## src/sv/tvsm_pkg.sv

```systemverilog
package tvsm_pkg;

    // Sample memory geometry
    localparam int VOICE_DEPTH = 4096;
    localparam int NUM_VOICES  = 3;
    localparam int ADDR_W      = $clog2(VOICE_DEPTH);
    localparam int POS_W       = ADDR_W + 1;
    localparam int LEN_W       = 13;
    localparam int CMP_W       = (POS_W > LEN_W) ? POS_W : LEN_W;
    localparam int SAMPLE_W    = 16;
    localparam int SUM_W       = SAMPLE_W + 2;
    localparam int GAP_W       = 16;
    localparam int TIME_W      = 32;
    localparam int LOAD_ADDR_W = 12;
    localparam int CFG_DATA_W  = 16;
    localparam int CFG_IDX_W   = 2;

    // Reset position: every voice idle
    localparam logic [CMP_W-1:0] IDLE_POS = CMP_W'(4096);

    localparam logic [LEN_W-1:0] MOVE_LEN_RST   = LEN_W'(1680);
    localparam logic [LEN_W-1:0] ACCEPT_LEN_RST = LEN_W'(3840);
    localparam logic [LEN_W-1:0] BACK_LEN_RST   = LEN_W'(3360);
    localparam logic [GAP_W-1:0] MOVE_GAP_RST   = GAP_W'(80);

    localparam logic signed [SUM_W-1:0] SAT_HIGH = SUM_W'(32767);
    localparam logic signed [SUM_W-1:0] SAT_LOW  = -SUM_W'(32768);

    localparam int STATUS_W = 3;

    typedef enum logic [1:0] {
        FUNC_TICK = 2'd0,
        FUNC_PLAY = 2'd1,
        FUNC_LOAD = 2'd2,
        FUNC_NOP  = 2'd3
    } t_func;

    typedef enum logic [1:0] {
        VOICE_MOVE    = 2'd0,
        VOICE_ACCEPT  = 2'd1,
        VOICE_BACK    = 2'd2,
        VOICE_INVALID = 2'd3
    } t_voice;

    typedef enum logic [STATUS_W-1:0] {
        ST_NOT_PLAY  = 3'd0,
        ST_STARTED   = 3'd1,
        ST_INVALID   = 3'd2,
        ST_THROTTLED = 3'd3,
        ST_BLOCKED   = 3'd4,
        ST_PLAYING   = 3'd5
    } t_status;

    typedef enum logic [CFG_IDX_W-1:0] {
        CFG_MOVE_LEN   = 2'd0,
        CFG_ACCEPT_LEN = 2'd1,
        CFG_BACK_LEN   = 2'd2,
        CFG_MOVE_GAP   = 2'd3
    } t_cfg_idx;

    // Per-item read request from the voice controller to the mix stage
    typedef struct packed {
        logic                                mix_en;
        logic [NUM_VOICES-1:0]               mask;
        t_status                             status;
        logic [NUM_VOICES-1:0][ADDR_W-1:0]   rd_addr;
    } t_issue;

endpackage

```

## src/sv/tvsm_ctrl.sv

```systemverilog
module tvsm_ctrl (
    input  logic                                i_clk,
    input  logic                                i_rst_n,
    input  logic                                i_cfg_we,
    input  logic [tvsm_pkg::CFG_IDX_W-1:0]      i_cfg_index,
    input  logic [tvsm_pkg::CFG_DATA_W-1:0]     i_cfg_data,
    input  logic                                i_accept,
    input  tvsm_pkg::t_func                     i_func,
    input  tvsm_pkg::t_voice                    i_sound,
    input  logic [tvsm_pkg::TIME_W-1:0]         i_now_ms,
    output tvsm_pkg::t_issue                    o_issue
);

    localparam int NV = tvsm_pkg::NUM_VOICES;
    localparam int CW = tvsm_pkg::CMP_W;

    logic [NV-1:0][CW-1:0]                 r_pos, n_pos;
    logic [NV-1:0][tvsm_pkg::LEN_W-1:0]    r_len;
    logic [tvsm_pkg::GAP_W-1:0]            r_gap;
    logic [tvsm_pkg::TIME_W-1:0]           r_last, n_last;

    logic [NV-1:0][CW-1:0]                 eff_len;
    logic [NV-1:0]                         active;
    logic [tvsm_pkg::TIME_W-1:0]           since_last;
    logic                                  throttled;
    tvsm_pkg::t_status                     status;

    // Length clamped to the sample memory depth
    always_comb begin
        for (int v = 0; v < NV; v++) begin
            if (CW'(r_len[v]) > CW'(tvsm_pkg::VOICE_DEPTH)) begin
                eff_len[v] = CW'(tvsm_pkg::VOICE_DEPTH);
            end else begin
                eff_len[v] = CW'(r_len[v]);
            end
            active[v] = r_pos[v] < eff_len[v];
        end
    end

    assign since_last = i_now_ms - r_last;
    assign throttled  = (r_last != '0) &&
                        (since_last < tvsm_pkg::TIME_W'(r_gap));

    always_comb begin
        n_pos  = r_pos;
        n_last = r_last;
        status = tvsm_pkg::ST_NOT_PLAY;
        case (i_func)
            tvsm_pkg::FUNC_TICK: begin
                for (int v = 0; v < NV; v++) begin
                    if (active[v]) begin
                        n_pos[v] = r_pos[v] + CW'(1);
                    end
                end
            end
            tvsm_pkg::FUNC_PLAY: begin
                case (i_sound)
                    tvsm_pkg::VOICE_MOVE: begin
                        if (throttled) begin
                            status = tvsm_pkg::ST_THROTTLED;
                        end else begin
                            n_last = i_now_ms;
                            if (active[tvsm_pkg::VOICE_ACCEPT] ||
                                active[tvsm_pkg::VOICE_BACK]) begin
                                status = tvsm_pkg::ST_BLOCKED;
                            end else if (active[tvsm_pkg::VOICE_MOVE]) begin
                                status = tvsm_pkg::ST_PLAYING;
                            end else begin
                                status = tvsm_pkg::ST_STARTED;
                                n_pos[tvsm_pkg::VOICE_MOVE] = '0;
                            end
                        end
                    end
                    tvsm_pkg::VOICE_ACCEPT, tvsm_pkg::VOICE_BACK: begin
                        if (active[i_sound]) begin
                            status = tvsm_pkg::ST_PLAYING;
                        end else begin
                            status = tvsm_pkg::ST_STARTED;
                            n_pos[i_sound] = '0;
                        end
                    end
                    default: begin
                        status = tvsm_pkg::ST_INVALID;
                    end
                endcase
            end
            default: begin
            end
        endcase
    end

    always_comb begin
        o_issue.mix_en = (i_func == tvsm_pkg::FUNC_TICK);
        o_issue.mask   = (i_func == tvsm_pkg::FUNC_TICK) ? active : '0;
        o_issue.status = status;
        for (int v = 0; v < NV; v++) begin
            o_issue.rd_addr[v] = r_pos[v][tvsm_pkg::ADDR_W-1:0];
        end
    end

    always_ff @(posedge i_clk) begin
        if (!i_rst_n) begin
            for (int v = 0; v < NV; v++) begin
                r_pos[v] <= tvsm_pkg::IDLE_POS;
            end
            r_last <= '0;
            r_len[tvsm_pkg::VOICE_MOVE]   <= tvsm_pkg::MOVE_LEN_RST;
            r_len[tvsm_pkg::VOICE_ACCEPT] <= tvsm_pkg::ACCEPT_LEN_RST;
            r_len[tvsm_pkg::VOICE_BACK]   <= tvsm_pkg::BACK_LEN_RST;
            r_gap <= tvsm_pkg::MOVE_GAP_RST;
        end else begin
            if (i_accept) begin
                r_pos  <= n_pos;
                r_last <= n_last;
            end
            if (i_cfg_we) begin
                case (tvsm_pkg::t_cfg_idx'(i_cfg_index))
                    tvsm_pkg::CFG_MOVE_LEN:
                        r_len[tvsm_pkg::VOICE_MOVE] <= i_cfg_data[tvsm_pkg::LEN_W-1:0];
                    tvsm_pkg::CFG_ACCEPT_LEN:
                        r_len[tvsm_pkg::VOICE_ACCEPT] <= i_cfg_data[tvsm_pkg::LEN_W-1:0];
                    tvsm_pkg::CFG_BACK_LEN:
                        r_len[tvsm_pkg::VOICE_BACK] <= i_cfg_data[tvsm_pkg::LEN_W-1:0];
                    tvsm_pkg::CFG_MOVE_GAP:
                        r_gap <= i_cfg_data[tvsm_pkg::GAP_W-1:0];
                    default: begin
                    end
                endcase
            end
        end
    end

endmodule

```

## config.mk

```make
export PLATFORM = sky130hd
export DESIGN_NAME = tvsm_ctrl
export DESIGN_NICKNAME = d
export VERILOG_FILES = /design/src/sv/tvsm_pkg.sv /design/src/sv/tvsm_ctrl.sv
export SDC_FILE = /design/constraint.sdc
export NUM_CORES = 1
export LEC_CHECK = 0
export BUFFER_PORTS_ARGS = -buffer_cell sky130_fd_sc_hd__buf_4
export CAP_MARGIN = 20
export CORE_MARGIN = 8
export CORE_UTILIZATION = 55
export DETAILED_ROUTE_END_ITERATION = 8
export PLACE_DENSITY = 0.76
export SLEW_MARGIN = 20
export SYNTH_ARGS = -nofsm -noshare
export SYNTH_HDL_FRONTEND = slang
export SYNTH_SLANG_ARGS = --single-unit
```

## constraint.sdc

```tcl
create_clock -name i_clk -period 6.48 [get_ports i_clk]
set_input_delay 1.296 -clock i_clk [delete_from_list [all_inputs] [get_ports i_clk]]
set_output_delay 1.296 -clock i_clk [all_outputs]
set_load 0.02 [all_outputs]
```

==> impl_metrics.env <==
export IMPL_status="finished, final reports clean"
export IMPL_power_density_mw_per_mm2=203.4
export IMPL_tightest_slew_ns=0.8357
export IMPL_vias_per_cell=5.861
export IMPL_drc=0
export IMPL_die_area_sq_mm=0.02059
export IMPL_clock_sinks=126
export IMPL_final_layout_size_suffix_gt1_frac=0.1727
export IMPL_fin_nets=1444
export IMPL_num_fill_cells=1406
export IMPL_drt_initial_drc_count=702
export IMPL_crit_arrival_ns=5.08
export IMPL_cts_buffers=17
export IMPL_synth_seq_area_share=0.2822
export IMPL_synth_area_leaders="dfxtp_1, ha_1, nand2_1"
export IMPL_synth_area_sq_mm=0.008939
export IMPL_final_common_cell="nand2_1"
export IMPL_syn_instance_count=1235
export IMPL_port_buffers=100
export IMPL_async_reset_ff_frac=0
export IMPL_io_pins=101
export IMPL_yosys_warnings=0
export IMPL_finalSetupViolCount=0
export IMPL_fin_area_sq_mm=0.01066
export IMPL_cp_required_ns=5.18
export IMPL_die_h_um=143.5
export IMPL_swShare=0.2923
export IMPL_period_minus_slack_ns=6.379
export IMPL_start_util=0.5627
export IMPL_cp_max_fo=4
export IMPL_grt_overflow=0
export IMPL_grt_max_degree=71
export IMPL_gp_congestion=0.9728
export IMPL_p_int_mw=1.534
export IMPL_fp_coreArea_sq_mm=0.01589
export IMPL_comb_power_share=0.180
export IMPL_cts_root_buf="clkbuf_16"
export IMPL_p_leak_nw=4.281
export IMPL_maxCapViolCount=0
export IMPL_slew_headroom=0.4408
export IMPL_fin_util=0.6708
export IMPL_antenna_cells=0
export IMPL_tritoncts="built"
export IMPL_firstDrtPassIters=5
export IMPL_clockBufferDepth=2
export IMPL_hold_slack_ns=0.4525
export IMPL_rows=46
export IMPL_clock_skew_ns=0.007660
export IMPL_htreeDepth=4
export IMPL_fin_crit_sh=0.9844
export IMPL_track_usage=0.2402
export IMPL_grt_pass1_vias=8206
export IMPL_post_dp_hpwl_um=17920
export IMPL_fmaxAchievable_mhz=156.8
export IMPL_synth_top_area_cell="dfxtp_1"
export IMPL_p_clk_frac=0.451
export IMPL_grt_pass1_wl_um=40340
export IMPL_synth_area_per_cell_sq_um=7.238
export IMPL_p_switching_uw=633.5
export IMPL_synth_cell_types=60
export IMPL_ant_nets=0
export IMPL_wire_per_inst_um=16.35
export IMPL_antenna_found_initial=0
export IMPL_power_frac_seq=0.370
export IMPL_syn_to_final_growth_pct=19.22
export IMPL_clkTransAtPathRegs_ns=0.06
export IMPL_dieWidth_um=143.5
export IMPL_syn_num_nets=1383
export IMPL_hp_class="reg2reg"
export IMPL_synth_edf_count=0
export IMPL_dpl_cell_area_sq_mm=0.009696
export IMPL_crit_path_end_kind="output port"
export IMPL_hold_viol=0
export IMPL_finalMaxSlewViolations=0
export IMPL_layout_common_cells="nand2_1, buf_4, dfxtp_1, a21oi_1, ha_1"
export IMPL_start_kind="input pin"
export IMPL_synth_flop_cell="dfxtp_1"
export IMPL_route_vias_total=8938
export IMPL_wl_um=24930
export IMPL_worstSkewPairLatency_ns=0.43
export IMPL_synth_top_area_share=0.2822
export IMPL_ys_ff_latch=126
export IMPL_p_total_mw=2.167
export IMPL_worst_setup_path_type="in2out"
export IMPL_ir_drop_mv=0.1984
[what timing repair did]
item / CTS / global route
endpoints found under the setup margin: 3 / 3
hold buffers: 0 / 0
setup buffers: 1 / 8
pin swaps: 10 / 43
gates resized for setup: 11 / 44
endpoints found under the hold margin: 0 / 0
[metal layers]
metal / GRT usage / wire length (um)
met1: 0.3194 / 11500
met3: 0.03948 / 1566
met2: 0.3872 / 11400
met5: 0 / 0
met4: 0.08024 / 469
[cell type report]
| class | count | area [sq um] | share of cell area |
|---|---|---|---|
| clock buffer | 18 | 439.2 | 0.04121 |
| inverter | 65 | 246.5 | 0.02313 |
| clock inverter | 14 | 158.9 | 0.01491 |
| sequential | 126 | 2522 | 0.2367 |
| multi-input combinational | 947 | 5948 | 0.5582 |
| tap | 216 | 270.3 | 0.02536 |
| timing repair buffer | 139 | 1071 | 0.1005 |
[cells by family after synthesis]
family          count (synthesis)  share of synthesized area
fa+ha+maj                      90                     0.1268
mux                             3                   0.003360
simple gates                  509                     0.2611
xor+xnor                       24                    0.02352
compound gates                321                     0.2181
flops                         126                     0.2822
buf+inv                       162                    0.08497
[flip-flops by register name, summed over array words and instances (netlist names)]
name     cells
r_pos        3
r_last      32
o_issue     36
r_gap       16
r_len       39
[Yosys cell counts, types with 22 or more instances]
master,n
a21oi_1,110
buf_4,37
clkbuf_1,49
dfxtp_1,126
ha_1,89
inv_1,64
nand2_1,241
nand3_1,71
nand4_1,22
nor2_1,68
nor3_1,22
o21ai_0,81
[per-stage QoR]
step / setup WS (ns) / cells / setup TNS, ns
finish: 0.1009 / 1525 / 0
CTS: 0.004810 / 1517 / 0
detailed placement: -0.1317 / 1484 / -0.3080
floorplan: 0.1158 / 1235 / 0
global route: -0.07253 / 1525 / -0.1830
global placement: -0.07033 / 1484 / -0.1467
[power by group through the flow]
stage | clock network (mW) | registers (mW) | logic [mW]
final | 0.976 | 0.801 | 0.390
after global routing | 1.02 | 0.803 | 0.429
after CTS | 0.981 | 0.801 | 0.356
after detailed placement | 0 | 0.818 | 0.349
after global placement | 0 | 0.817 | 0.344
after floorplan | 0 | 0.815 | 0.231
[critical path: stages]
cell and delay, ns:
buf_4 0.11, ha_1 0.32, buf_4 0.16, a21oi_1 0.21
nand2_1 0.15, nor2_4 0.16, o21ai_2 0.09, buf_6 0.14
xor2_1 0.13, ha_1 0.30, nand4_1 0.11, a21oi_2 0.05
o31a_1 0.11, o21ai_1 0.16, nand2_1 0.07, or4_4 0.47
a211oi_2 0.15, nand4_1 0.25, buf_4 0.24, o21ai_4 0.12
nor2b_4 0.16, buf_6 0.12
[worst paths after layout]
check,depth (start not counted),start,slack [ns],to
max,22,i_now_ms[5],0.10,o_issue[37]
min,2,r_len[25]$_SDFFE_PN0P_,0.45,r_len[25]$_SDFFE_PN0P_
max reg2reg,25,r_last[1]$_SDFFE_PN0P_,1.66,o_issue[8]$_SDFFE_PN0P_
min reg2reg,2,r_len[25]$_SDFFE_PN0P_,0.45,r_len[25]$_SDFFE_PN0P_
(Power assumes the default switching activity.)
