$ cat src/sv/tvsm_pkg.sv
package tvsm_pkg;

    // Sample memory geometry
    localparam int VOICE_DEPTH = 4096;
    localparam int NUM_VOICES  = 3;
    localparam int ADDR_W      = $clog2(VOICE_DEPTH);
    localparam int POS_W       = ADDR_W + 1;
    localparam int LEN_W       = 13;
    localparam int CMP_W       = (POS_W > LEN_W) ? POS_W : LEN_W;
    localparam int SAMPLE_W    = 16;
    localparam int SUM_W       = SAMPLE_W + 2;
    localparam int GAP_W       = 16;
    localparam int TIME_W      = 32;
    localparam int LOAD_ADDR_W = 12;
    localparam int CFG_DATA_W  = 16;
    localparam int CFG_IDX_W   = 2;

    // Reset position: every voice idle
    localparam logic [CMP_W-1:0] IDLE_POS = CMP_W'(4096);

    localparam logic [LEN_W-1:0] MOVE_LEN_RST   = LEN_W'(1680);
    localparam logic [LEN_W-1:0] ACCEPT_LEN_RST = LEN_W'(3840);
    localparam logic [LEN_W-1:0] BACK_LEN_RST   = LEN_W'(3360);
    localparam logic [GAP_W-1:0] MOVE_GAP_RST   = GAP_W'(80);

    localparam logic signed [SUM_W-1:0] SAT_HIGH = SUM_W'(32767);
    localparam logic signed [SUM_W-1:0] SAT_LOW  = -SUM_W'(32768);

    localparam int STATUS_W = 3;

    typedef enum logic [1:0] {
        FUNC_TICK = 2'd0,
        FUNC_PLAY = 2'd1,
        FUNC_LOAD = 2'd2,
        FUNC_NOP  = 2'd3
    } t_func;

    typedef enum logic [1:0] {
        VOICE_MOVE    = 2'd0,
        VOICE_ACCEPT  = 2'd1,
        VOICE_BACK    = 2'd2,
        VOICE_INVALID = 2'd3
    } t_voice;

    typedef enum logic [STATUS_W-1:0] {
        ST_NOT_PLAY  = 3'd0,
        ST_STARTED   = 3'd1,
        ST_INVALID   = 3'd2,
        ST_THROTTLED = 3'd3,
        ST_BLOCKED   = 3'd4,
        ST_PLAYING   = 3'd5
    } t_status;

    typedef enum logic [CFG_IDX_W-1:0] {
        CFG_MOVE_LEN   = 2'd0,
        CFG_ACCEPT_LEN = 2'd1,
        CFG_BACK_LEN   = 2'd2,
        CFG_MOVE_GAP   = 2'd3
    } t_cfg_idx;

    // Per-item read request from the voice controller to the mix stage
    typedef struct packed {
        logic                                mix_en;
        logic [NUM_VOICES-1:0]               mask;
        t_status                             status;
        logic [NUM_VOICES-1:0][ADDR_W-1:0]   rd_addr;
    } t_issue;

endpackage

$ cat src/sv/tvsm_mix.sv
module tvsm_mix (
    input  logic                                                   i_clk,
    input  logic                                                   i_rst_n,
    input  logic                                                   i_accept,
    input  tvsm_pkg::t_issue                                       i_issue,
    input  logic [tvsm_pkg::NUM_VOICES-1:0][tvsm_pkg::SAMPLE_W-1:0] i_rdata,
    input  logic                                                   i_m_tready,
    output logic                                                   o_in_ready,
    output logic                                                   o_m_tvalid,
    output logic [tvsm_pkg::SAMPLE_W-1:0]                          o_mix,
    output tvsm_pkg::t_status                                      o_status
);

    localparam int NV = tvsm_pkg::NUM_VOICES;
    localparam int SW = tvsm_pkg::SUM_W;

    // Read-data stage: RAM words arrive here in the cycle after issue
    logic                          r_s1_valid;
    logic                          r_s1_mix_en;
    logic [NV-1:0]                 r_s1_mask;
    tvsm_pkg::t_status             r_s1_status;

    logic                          r_out_valid;
    logic [tvsm_pkg::SAMPLE_W-1:0] r_out_mix;
    tvsm_pkg::t_status             r_out_status;

    logic                          out_ready;
    logic                          s1_adv;
    logic signed [SW-1:0]          sum;
    logic [tvsm_pkg::SAMPLE_W-1:0] sat;

    assign out_ready  = !r_out_valid || i_m_tready;
    assign s1_adv     = r_s1_valid && out_ready;
    assign o_in_ready = !r_s1_valid || out_ready;

    always_comb begin
        sum = '0;
        for (int v = 0; v < NV; v++) begin
            if (r_s1_mask[v]) begin
                sum = sum + SW'($signed(i_rdata[v]));
            end
        end
        if (sum > tvsm_pkg::SAT_HIGH) begin
            sat = tvsm_pkg::SAT_HIGH[tvsm_pkg::SAMPLE_W-1:0];
        end else if (sum < tvsm_pkg::SAT_LOW) begin
            sat = tvsm_pkg::SAT_LOW[tvsm_pkg::SAMPLE_W-1:0];
        end else begin
            sat = sum[tvsm_pkg::SAMPLE_W-1:0];
        end
    end

    always_ff @(posedge i_clk) begin
        if (!i_rst_n) begin
            r_s1_valid  <= 1'b0;
            r_out_valid <= 1'b0;
        end else begin
            if (i_accept) begin
                r_s1_valid <= 1'b1;
            end else if (s1_adv) begin
                r_s1_valid <= 1'b0;
            end
            if (s1_adv) begin
                r_out_valid <= 1'b1;
            end else if (i_m_tready) begin
                r_out_valid <= 1'b0;
            end
        end
    end

    always_ff @(posedge i_clk) begin
        if (i_accept) begin
            r_s1_mix_en <= i_issue.mix_en;
            r_s1_mask   <= i_issue.mask;
            r_s1_status <= i_issue.status;
        end
        if (s1_adv) begin
            r_out_mix    <= r_s1_mix_en ? sat : '0;
            r_out_status <= r_s1_status;
        end
    end

    assign o_m_tvalid = r_out_valid;
    assign o_mix      = r_out_mix;
    assign o_status   = r_out_status;

endmodule

$ cat config.mk
export PLATFORM = sky130hd
export DESIGN_NAME = tvsm_mix
export DESIGN_NICKNAME = d
export VERILOG_FILES = /design/src/sv/tvsm_pkg.sv /design/src/sv/tvsm_mix.sv
export SDC_FILE = /design/constraint.sdc
export NUM_CORES = 1
export LEC_CHECK = 0
export ABC_AREA = 0
export BUFFER_PORTS_ARGS = -buffer_cell sky130_fd_sc_hd__buf_4
export CAP_MARGIN = 20
export CORE_MARGIN = 10
export CORE_UTILIZATION = 29
export CTS_CLUSTER_DIAMETER = 200
export DETAILED_ROUTE_END_ITERATION = 8
export GPL_ROUTABILITY_DRIVEN = 0
export PLACE_DENSITY_LB_ADDON = 0.12
export SLEW_MARGIN = 20
export SYNTH_ARGS = -nofsm -noshare
export SYNTH_HDL_FRONTEND = slang
export SYNTH_SLANG_ARGS = --single-unit
$ cat constraint.sdc
create_clock -name i_clk -period 4.8 [get_ports i_clk]
set_input_delay 0.24 -clock i_clk [delete_from_list [all_inputs] [get_ports i_clk]]
set_output_delay 0.24 -clock i_clk [all_outputs]
set_load 0.02 [all_outputs]
==> impl_metrics.ini, run 1 <==
[drt]
ant_nets = 0
firstDrtPassIters = 4
drcViolationCount = 0
wl_per_cell_um = 15.51
vias_per_cell = 4.995
wl_mm = 10.10
num_vias = 3252
drtIter0Drc = 132

[cts]
cts_tree = built
clk_latency_ns = 0.27
htreeDepth = 1
cts_made_buffers = 3
cts_root_buffer = clkbuf_8
cts.sinks = 28
path_clk_slew_ns = 0.09
clockBufferDepth = 2

[layout]
drive_above_1_share_pct = 40.58
diodes = 0
fin_util_pct = 44.73
nets = 643
fin_area_mm2 = 0.004679
area_growth_pct = 48.83

[outcome]
violations = negative setup slack
status = complete, but fails checks

[power]
leakagePower_nw = 2.088
max-vdd-ir-drop_mv = 0.1126
total_power_mw = 1.239
powerDensity_mw_per_mm2 = 264.8

[worst_hold_path]
whs_path_depth = 1
hp-class = input port to flop

[synthesis]
ys.warnings.count = 0
ys_seq_area_share_pct = 26.10
synthesis.area_mm2 = 0.003144
ys_ff_latch = 28
netlist.area_leader.share_pct = 24.83
postSynthAreaPerCell_um2 = 8.521
ys_top_cells_by_area = edfxtp_1 (25%), ha_1 (12%), o21ai_0 (6.0%)
async_reset_ff_share_pct = 0
yosysTopAreaCell = edfxtp_1
synth_ff_type = edfxtp_1
synth_most_common_cell = o21ai_0
synthesis.nets = 496
synth-edff-count = 26
synth_common_cells = o21ai_0 (38), nand2_1 (36), a21oi_1 (33), ha_1 (30), edfxtp_1 (26)
synthDistinctLibCells = 61
synth_cells = 369

[place]
io_buffers = 79
dpl_cell_area_mm2 = 0.004353
dp_hpwl_mm = 8.107

[die]
fp-row-count = 37
core_area_mm2 = 0.01046
die_h_um = 124.1
die_w_um = 124.1
initial_utilization_pct = 30.05
ios = 116
design.die.area_mm2 = 0.01541

[worst_setup_path]
critical_path_cell_count = 25
arrival_ns = 5.00
endpoint_kind = flop
r2r_slack_ns = -0.08
r2r_cells = 25
cp_num_buf_inv = 5
critical-path-top-delay-family = compound AO/OA/AOI/OAI gates
critPathMaxStageDelay_ns = 0.44
critical_path_class = flop to flop
cp_max_fo = 16
cpMaxStageDelayCell = edfxtp_1
crit_path_start_kind = flop
cp_common_cell = buf_4
critical_path_required_ns = 4.92

[sta]
period_needed_ns = 4.879
rsz0062_at_grt = yes
finalHoldViolations = 0
skew_ns = 0.003500
setup_slack_ns = -0.07900
post-route-period-util_pct = 101.6
setup_tns_ns = -0.7977
finalMaxSlewViolations = 0
worstMarginPinSlew_ns = 0.4896
setup_viol = 15
fmax_mhz = 205.0
slew_headroom_pct = 67.14

[global_routing]
first_global_vias = 3128
grt_overflow = 0
grt_max_degree = 27
grt_antenna_before_repair = 0
grt.total_usage_pct = 12.10
grt_pass1_wl_mm = 15.21

[flow_run]
drv_cap = 0
[worst reg2reg max path: cells and delay by family (launching register included)]
family,cells,cell delay [ns]
flops,1,0.44
simple gates,7,1.05
buf+inv,5,0.94
compound gates,9,1.35
xor+xnor,2,0.39
fa+ha+maj,2,0.58
[cell usage in the layout, fill, tap and decap left out, types with 14 or more instances in the layout]
master	netlist	final
xnor2_1	16	15
a21oi_1	33	25
edfxtp_1	26	26
nand2_1	36	34
nor2_1	16	16
o21ai_0	38	30
inv_1	20	19
buf_4	1	151
o21ai_2	9	14
ha_1	30	28
[kinds of logic (layout without fill, tap and decap cells)]
family / Yosys count / count (layout) / share of synthesized area (%)
xor+xnor: 27 / 27 / 7.760
simple gates: 100 / 100 / 15.76
flops: 28 / 28 / 26.10
fa+ha+maj: 33 / 33 / 13.53
buf+inv: 32 / 178 / 4.457
compound gates: 139 / 139 / 29.13
mux: 10 / 10 / 3.263
[metal layers]
layer / vias up / routed length (um) / GRT usage [%]
li1: 1674 / - / -
met1: 1501 / 4674 / 16.55
met2: 67 / 4692 / 19.63
met3: 10 / 580 / 2.081
met4: 0 / 148 / 2.230
met5: - / 0 / 0
[where the power goes]
group	total, mW	switching (mW)	internal (mW)
Combinational	0.799	0.404	0.395
Sequential	0.313	0.00895	0.304
Clock	0.127	0.0681	0.0594
Total	1.24	0.481	0.758
[metrics by stage]
step / cells / setup slack, ns / hold WS [ns]
2_1_floorplan: 369 / 0.006409 / 0.3389
3_3_place_gp: 637 / -0.2158 / 0.4041
3_5_place_dp: 637 / -0.3468 / 0.4056
4_1_cts: 646 / 0.01654 / 0.1379
5_1_grt: 651 / -0.3990 / 0.1291
6_report: 651 / -0.07900 / 0.1457
[repair_timing]
action                     CTS  global route
hold buffers                 0             0
buffers inserted             5             4
setup endpoints to repair   15            16
pin swaps                    1            21
gates resized for setup      1            46
cloned                       0             1
[registers in the layout, indices dropped and copies added (netlist names)]
| signal | flops |
|---|---|
| o_m_tvalid | 1 |
| o_mix | 16 |
| o_status | 3 |
| r_s1_mask | 3 |
| r_s1_mix_en | 1 |
| r_s1_status | 3 |
| r_s1_valid | 1 |
[final timing paths]
path / from / end
max: r_s1_mask[0] / o_mix[11]
min: i_issue[40] / r_s1_mask[1]
max reg2reg: r_s1_mask[0] / o_mix[11]
min reg2reg: r_s1_status[2] / o_status[2]
[layout make-up]
| cell class | instances | area (um^2) |
|---|---|---|
| multi-input cells | 309 | 2379 |
| inverters | 20 | 75.07 |
| flip-flops and latches | 28 | 820.8 |
| well taps | 136 | 170.2 |
| fillers | 1081 | 5783 |
| repair buffers | 154 | 1190 |
| clock buffers | 4 | 45.04 |
(Power assumes the default switching activity.)
==> run 2: changes to the inputs <==
==> constraint.sdc (replaced) <==
create_clock -name i_clk -period 4.1 [get_ports i_clk]
set_input_delay 0.205 -clock i_clk [delete_from_list [all_inputs] [get_ports i_clk]]
set_output_delay 0.205 -clock i_clk [all_outputs]
set_load 0.02 [all_outputs]
==> impl_metrics.ini, run 2 (synthesis results as in run 1) <==
[power]
max-vdd-ir-drop_mv = 0.1247
comb_power_share_pct = 64.4
p_int_uw = 948.5
leakagePower_nw = 2.259
total_power_mw = 1.510
sw_frac_of_total_pct = 37.20
switchingPower_uw = 561.9
pwr-share-clk_pct = 11.3
powerDensity_mw_per_mm2 = 303.2
seq_power_share_pct = 24.3

[die]
die_w_um = 124.1
initial_utilization_pct = 30.05
core_area_mm2 = 0.01046
fp-row-count = 37
design.die.area_mm2 = 0.01541
ios = 116
die_h_um = 124.1

[outcome]
status = complete, but fails checks
violations = negative setup slack

[worst_setup_path]
arrival_ns = 4.84
critPathMaxStageDelay_ns = 0.53
endpoint_kind = flop
r2r_slack_ns = -0.72
critical_path_class = flop to flop
critical-path-top-delay-family = compound AO/OA/AOI/OAI gates
cp_max_fo = 7
critical_path_required_ns = 4.13
reg2reg_from = r_s1_mask[0]
crit_path_start_kind = flop
r2r_cells = 25
cpMaxStageDelayCell = edfxtp_1
reg2reg_to = o_mix[4]
cp_num_buf_inv = 5

[global_routing]
grt_max_degree = 27
grt_antenna_before_repair = 0
grt.total_usage_pct = 12.50
grt_pass1_wl_mm = 15.78
first_global_vias = 3342
grt_overflow = 0

[place]
dpl_cell_area_mm2 = 0.004608
dp_hpwl_mm = 8.201
io_buffers = 79

[drt]
wl_per_cell_um = 14.90
drtIter0Drc = 159
drcViolationCount = 0
vias_per_cell = 4.833
firstDrtPassIters = 4
num_vias = 3296
wl_mm = 10.17
ant_nets = 0

[layout]
fillCellCount = 1048
fin_area_mm2 = 0.004981
diodes = 0
drive_above_1_share_pct = 44.51
layout_common_cells = buf_4 (179), nand2_1 (34), o21ai_0 (32)
area_growth_pct = 58.42
nets = 674
layout_commonest_cell = buf_4
largest_reg_flops = 16

[sta]
fmax_mhz = 207.6
finalMaxSlewViolations = 0
worstMarginPinSlew_ns = 0.4339
rsz0062_at_grt = yes
period_needed_ns = 4.816
finalHoldViolations = 0
post-route-period-util_pct = 117.5
slew_headroom_pct = 70.33
setup_viol = 16
skew_ns = 0.002525
setup_slack_ns = -0.7159

[cts]
clk_latency_ns = 0.27
path_clk_slew_ns = 0.09
cts_made_buffers = 3
htreeDepth = 1
cts.sinks = 28
cts_root_buffer = clkbuf_8
cts_tree = built
clockBufferDepth = 2

[worst_hold_path]
min_from = i_issue[38]
whs_path_depth = 1
min_to = r_s1_status[2]
hp-class = input port to flop

[flow_run]
drv_cap = 0
run 2: cell count changes in the layout (fill, tap and decap cells not counted), sizes merged:
cell,change
bufbuf,+1
buf,+30
run 2: final cells by class:
class | count | area (um^2) | share of cell area [%]
sequential | 28 | 820.8 | 16.48
timing repair buffer | 185 | 1480 | 29.72
inverter | 20 | 75.07 | 1.507
clock buffer | 4 | 55.05 | 1.105
tap | 136 | 170.2 | 3.416
multi-input combinational | 309 | 2380 | 47.78
run 2: worst max path at each step:
stage                 startpoint         to  slack [ns]  cells past startpoint
floorplan           r_s1_mask[0]  o_mix[12]       -0.63                     24
global placement    r_s1_mask[0]   o_mix[3]       -0.60                     21
detailed placement  r_s1_mask[0]   o_mix[3]       -0.66                     23
CTS                 r_s1_mask[0]   o_mix[0]       -0.63                     23
global route        r_s1_mask[0]  o_mix[11]       -1.00                     24
finish              r_s1_mask[0]   o_mix[4]       -0.72                     25
run 2: power groups by stage:
stage               clock (mW)  sequential (mW)  combinational [mW]
floorplan                    0            0.398               0.496
detailed placement           0            0.374               0.877
CTS                      0.179            0.368               0.942
finish                   0.170            0.367               0.973
global placement             0            0.374               0.867
global route             0.191            0.371                1.08
run 2: per-stage QoR:
step / hold WS, ns / TNS, ns / worst slack, ns / utilization [%] / instances
2_1_floorplan: 0.3039 / -9.033 / -0.6347 / - / 369
3_3_place_gp: 0.3835 / -8.914 / -0.5983 / 44.04 / 661
3_5_place_dp: 0.3846 / -9.686 / -0.6587 / 44.04 / 661
4_1_cts: 0.08681 / -9.662 / -0.6340 / 46.16 / 675
5_1_grt: 0.07740 / -15.42 / -1.005 / 47.61 / 682
6_report: 0.1037 / -10.70 / -0.7159 / 47.61 / 682
run 2: per-layer routing:
| layer | vias up | global-route usage (%) | part of all wire (%) |
|---|---|---|---|
| li1 | 1734 | - | - |
| met2 | 54 | 21.74 | 49 |
| met1 | 1500 | 16.25 | 46 |
| met4 | 0 | 3.022 | 1.5 |
| met3 | 8 | 1.131 | 3.6 |
| met5 | - | 0 | 0 |
run 2: worst register-to-register path: cells and delay by family, from the launching register on:
| family | cells | cell delay, ns |
|---|---|---|
| and+or+nand+nor | 4 | 0.67 |
| DFF | 1 | 0.53 |
| adders and majority gates | 2 | 0.46 |
| buffers and inverters | 5 | 0.67 |
| muxes | 1 | 0.11 |
| AOI/OAI and AO/OA | 11 | 1.83 |
| xor gates and xnor gates | 2 | 0.33 |
run 2: repair_timing:
action                     4_1_cts  5_1_grt
gates resized for setup         17       17
cloned                           2        1
hold buffers                     0        0
pin swaps                       18       15
buffers inserted                 8        7
setup endpoints to repair       16       16
==> run 3: changes to the inputs <==
--- a/config.mk
+++ b/config.mk
@@ -13,7 +13,7 @@
 export CTS_CLUSTER_DIAMETER = 200
 export DETAILED_ROUTE_END_ITERATION = 8
 export GPL_ROUTABILITY_DRIVEN = 0
-export PLACE_DENSITY_LB_ADDON = 0.12
+export PLACE_DENSITY_LB_ADDON = 0.3
 export SLEW_MARGIN = 20
 export SYNTH_ARGS = -nofsm -noshare
 export SYNTH_HDL_FRONTEND = slang
==> impl_metrics.ini, run 3 (synthesis results as in run 1) <==
[worst_setup_path]
reg2reg_to = o_mix[12]
arrival_ns = 4.86
crit_path_start_kind = flop
r2r_slack_ns = -0.73
endpoint_kind = flop
critical_path_required_ns = 4.13
r2r_cells = 24
critical_path_class = flop to flop
cp_max_fo = 7
crit_start = r_s1_mask[0]
reg2reg_from = r_s1_mask[0]

[cts]
path_clk_slew_ns = 0.09
cts_root_buffer = clkbuf_8
clk_latency_ns = 0.27
cts.sinks = 28
cts_hold_buf = 0
cts_tree = built
clockBufferDepth = 2
htreeDepth = 1
cts_made_buffers = 3

[die]
ios = 116
design.die.area_mm2 = 0.01541
die_h_um = 124.1
core_area_mm2 = 0.01046
fp-row-count = 37
die_w_um = 124.1
initial_utilization_pct = 30.05

[layout]
area_growth_pct = 50.46
nets = 660
layout_commonest_cell = buf_4
fin_area_mm2 = 0.004731
layout_common_cells = buf_4 (168), nand2_1 (35), o21ai_0 (34)
fin_util_pct = 45.22
largest_reg_flops = 16
diodes = 0
fillCellCount = 1035
drive_above_1_share_pct = 40.04

[power]
sw_frac_of_total_pct = 37.26
pwr-share-clk_pct = 10.3
switchingPower_uw = 532.5
comb_power_share_pct = 64.0
powerDensity_mw_per_mm2 = 302.1
leakagePower_nw = 2.157
max-vdd-ir-drop_mv = 0.1516
seq_power_share_pct = 25.7
p_int_uw = 896.8

[sta]
setup_slack_ns = -0.7277
post-route-period-util_pct = 117.7
setup_viol = 16
slew_headroom_pct = 69.80
fmax_mhz = 207.1
fin_hold_ws_ns = 0.1098
finalMaxSlewViolations = 0
finalHoldViolations = 0
skew_ns = 0.002824
worstMarginPinSlew_ns = 0.4416
rsz0062_at_grt = yes
period_needed_ns = 4.828

[outcome]
violations = negative setup slack
status = complete, but fails checks

[global_routing]
first_global_vias = 3247
grt_pass1_wl_mm = 14.99
grt_antenna_before_repair = 0
grt.total_usage_pct = 11.66
grt_overflow = 0
grt_max_degree = 27

[drt]
drcViolationCount = 0
wl_per_cell_um = 14.20
wl_mm = 9.484
vias_per_cell = 4.841
num_vias = 3234
drtIter0Drc = 138
firstDrtPassIters = 4
ant_nets = 0

[place]
dp_hpwl_mm = 8.144
dpl_cell_area_mm2 = 0.004566
io_buffers = 79

[worst_hold_path]
hp-class = input port to flop
whs_path_depth = 1
min_from = i_issue[36]
min_to = r_s1_status[0]

[flow_run]
drv_cap = 0
==> run 3: cell count changes in the layout (fill, tap and decap cells not counted), sizes merged <==
cell	previous run	this run
bufbuf	1	0
buf	183	170
==> run 3: power groups by stage <==
| stage | Combinational (mW) | Sequential, mW | Clock [mW] |
|---|---|---|---|
| 6_report | 0.915 | 0.367 | 0.147 |
| 3_5_place_dp | 0.869 | 0.374 | 0 |
| 4_1_cts | 0.885 | 0.367 | 0.155 |
| 2_1_floorplan | 0.496 | 0.398 | 0 |
| 3_3_place_gp | 0.857 | 0.373 | 0 |
| 5_1_grt | 1.01 | 0.370 | 0.162 |
==> run 3: worst max-delay path, stage by stage, from the launching register on <==
cell and delay [ns]:
edfxtp_1 0.41, buf_4 0.16, nand2_4 0.05, inv_2 0.04, ha_4 0.17, fa_2 0.40, a21oi_2 0.15, o22ai_2 0.09
o211ai_1 0.28, nand2_1 0.13, a31oi_1 0.22, xnor2_1 0.14, nand2_1 0.09, o21ai_0 0.09, ha_1 0.29, a21oi_1 0.19
o21a_1 0.19, nand2_1 0.08, o311ai_2 0.26, a21oi_1 0.13, nor3b_2 0.25, xnor2_2 0.12, o31ai_4 0.36, clkbuf_16 0.22
o21ai_1 0.05
==> run 3: repair_timing <==
| item | in CTS | in global routing |
|---|---|---|
| buffers inserted | 4 | 2 |
| pin swaps | 2 | 11 |
| gates cloned | 0 | 1 |
| endpoints found under the setup margin | 16 | 16 |
| resized for setup | 2 | 11 |
==> run 3: worst max path at each step <==
stage	slack (ns)	end	cells after the start
floorplan	-0.63	o_mix[12]	24
global route	-0.99	o_mix[3]	23
finish	-0.73	o_mix[12]	24
global placement	-0.61	o_mix[0]	23
CTS	-0.68	o_mix[3]	23
detailed placement	-0.79	o_mix[3]	23
==> run 3: layout make-up <==
type	count	area [um^2]	share of cell area, %
Tap cell	136	170.2	3.597
Timing Repair Buffer	171	1326	28.03
Multi-Input combinational cell	309	2293	48.48
Sequential cell	28	820.8	17.35
Clock buffer	4	45.04	0.9521
Inverter	20	75.07	1.587
==> run 3: metrics by stage <==
| step | total power [mW] | setup TNS [ns] | setup slack (ns) | std cells |
|---|---|---|---|---|
| after floorplan | 0.8940 | -9.033 | -0.6347 | 369 |
| after global placement | 1.229 | -9.191 | -0.6114 | 657 |
| after detailed placement | 1.243 | -11.76 | -0.7878 | 657 |
| after CTS | 1.406 | -10.13 | -0.6843 | 665 |
| after global routing | 1.543 | -15.14 | -0.9873 | 668 |
| final | 1.429 | -10.99 | -0.7277 | 668 |
==> run 3: per-layer routing <==
metal  vias up  routed length [um]  GRT usage [%]
li1       1703                   -              -
met1      1457                4328          14.77
met2        68                4407          19.43
met3         6                 661          3.258
met4         0                  87          2.230
met5         -                   0              0
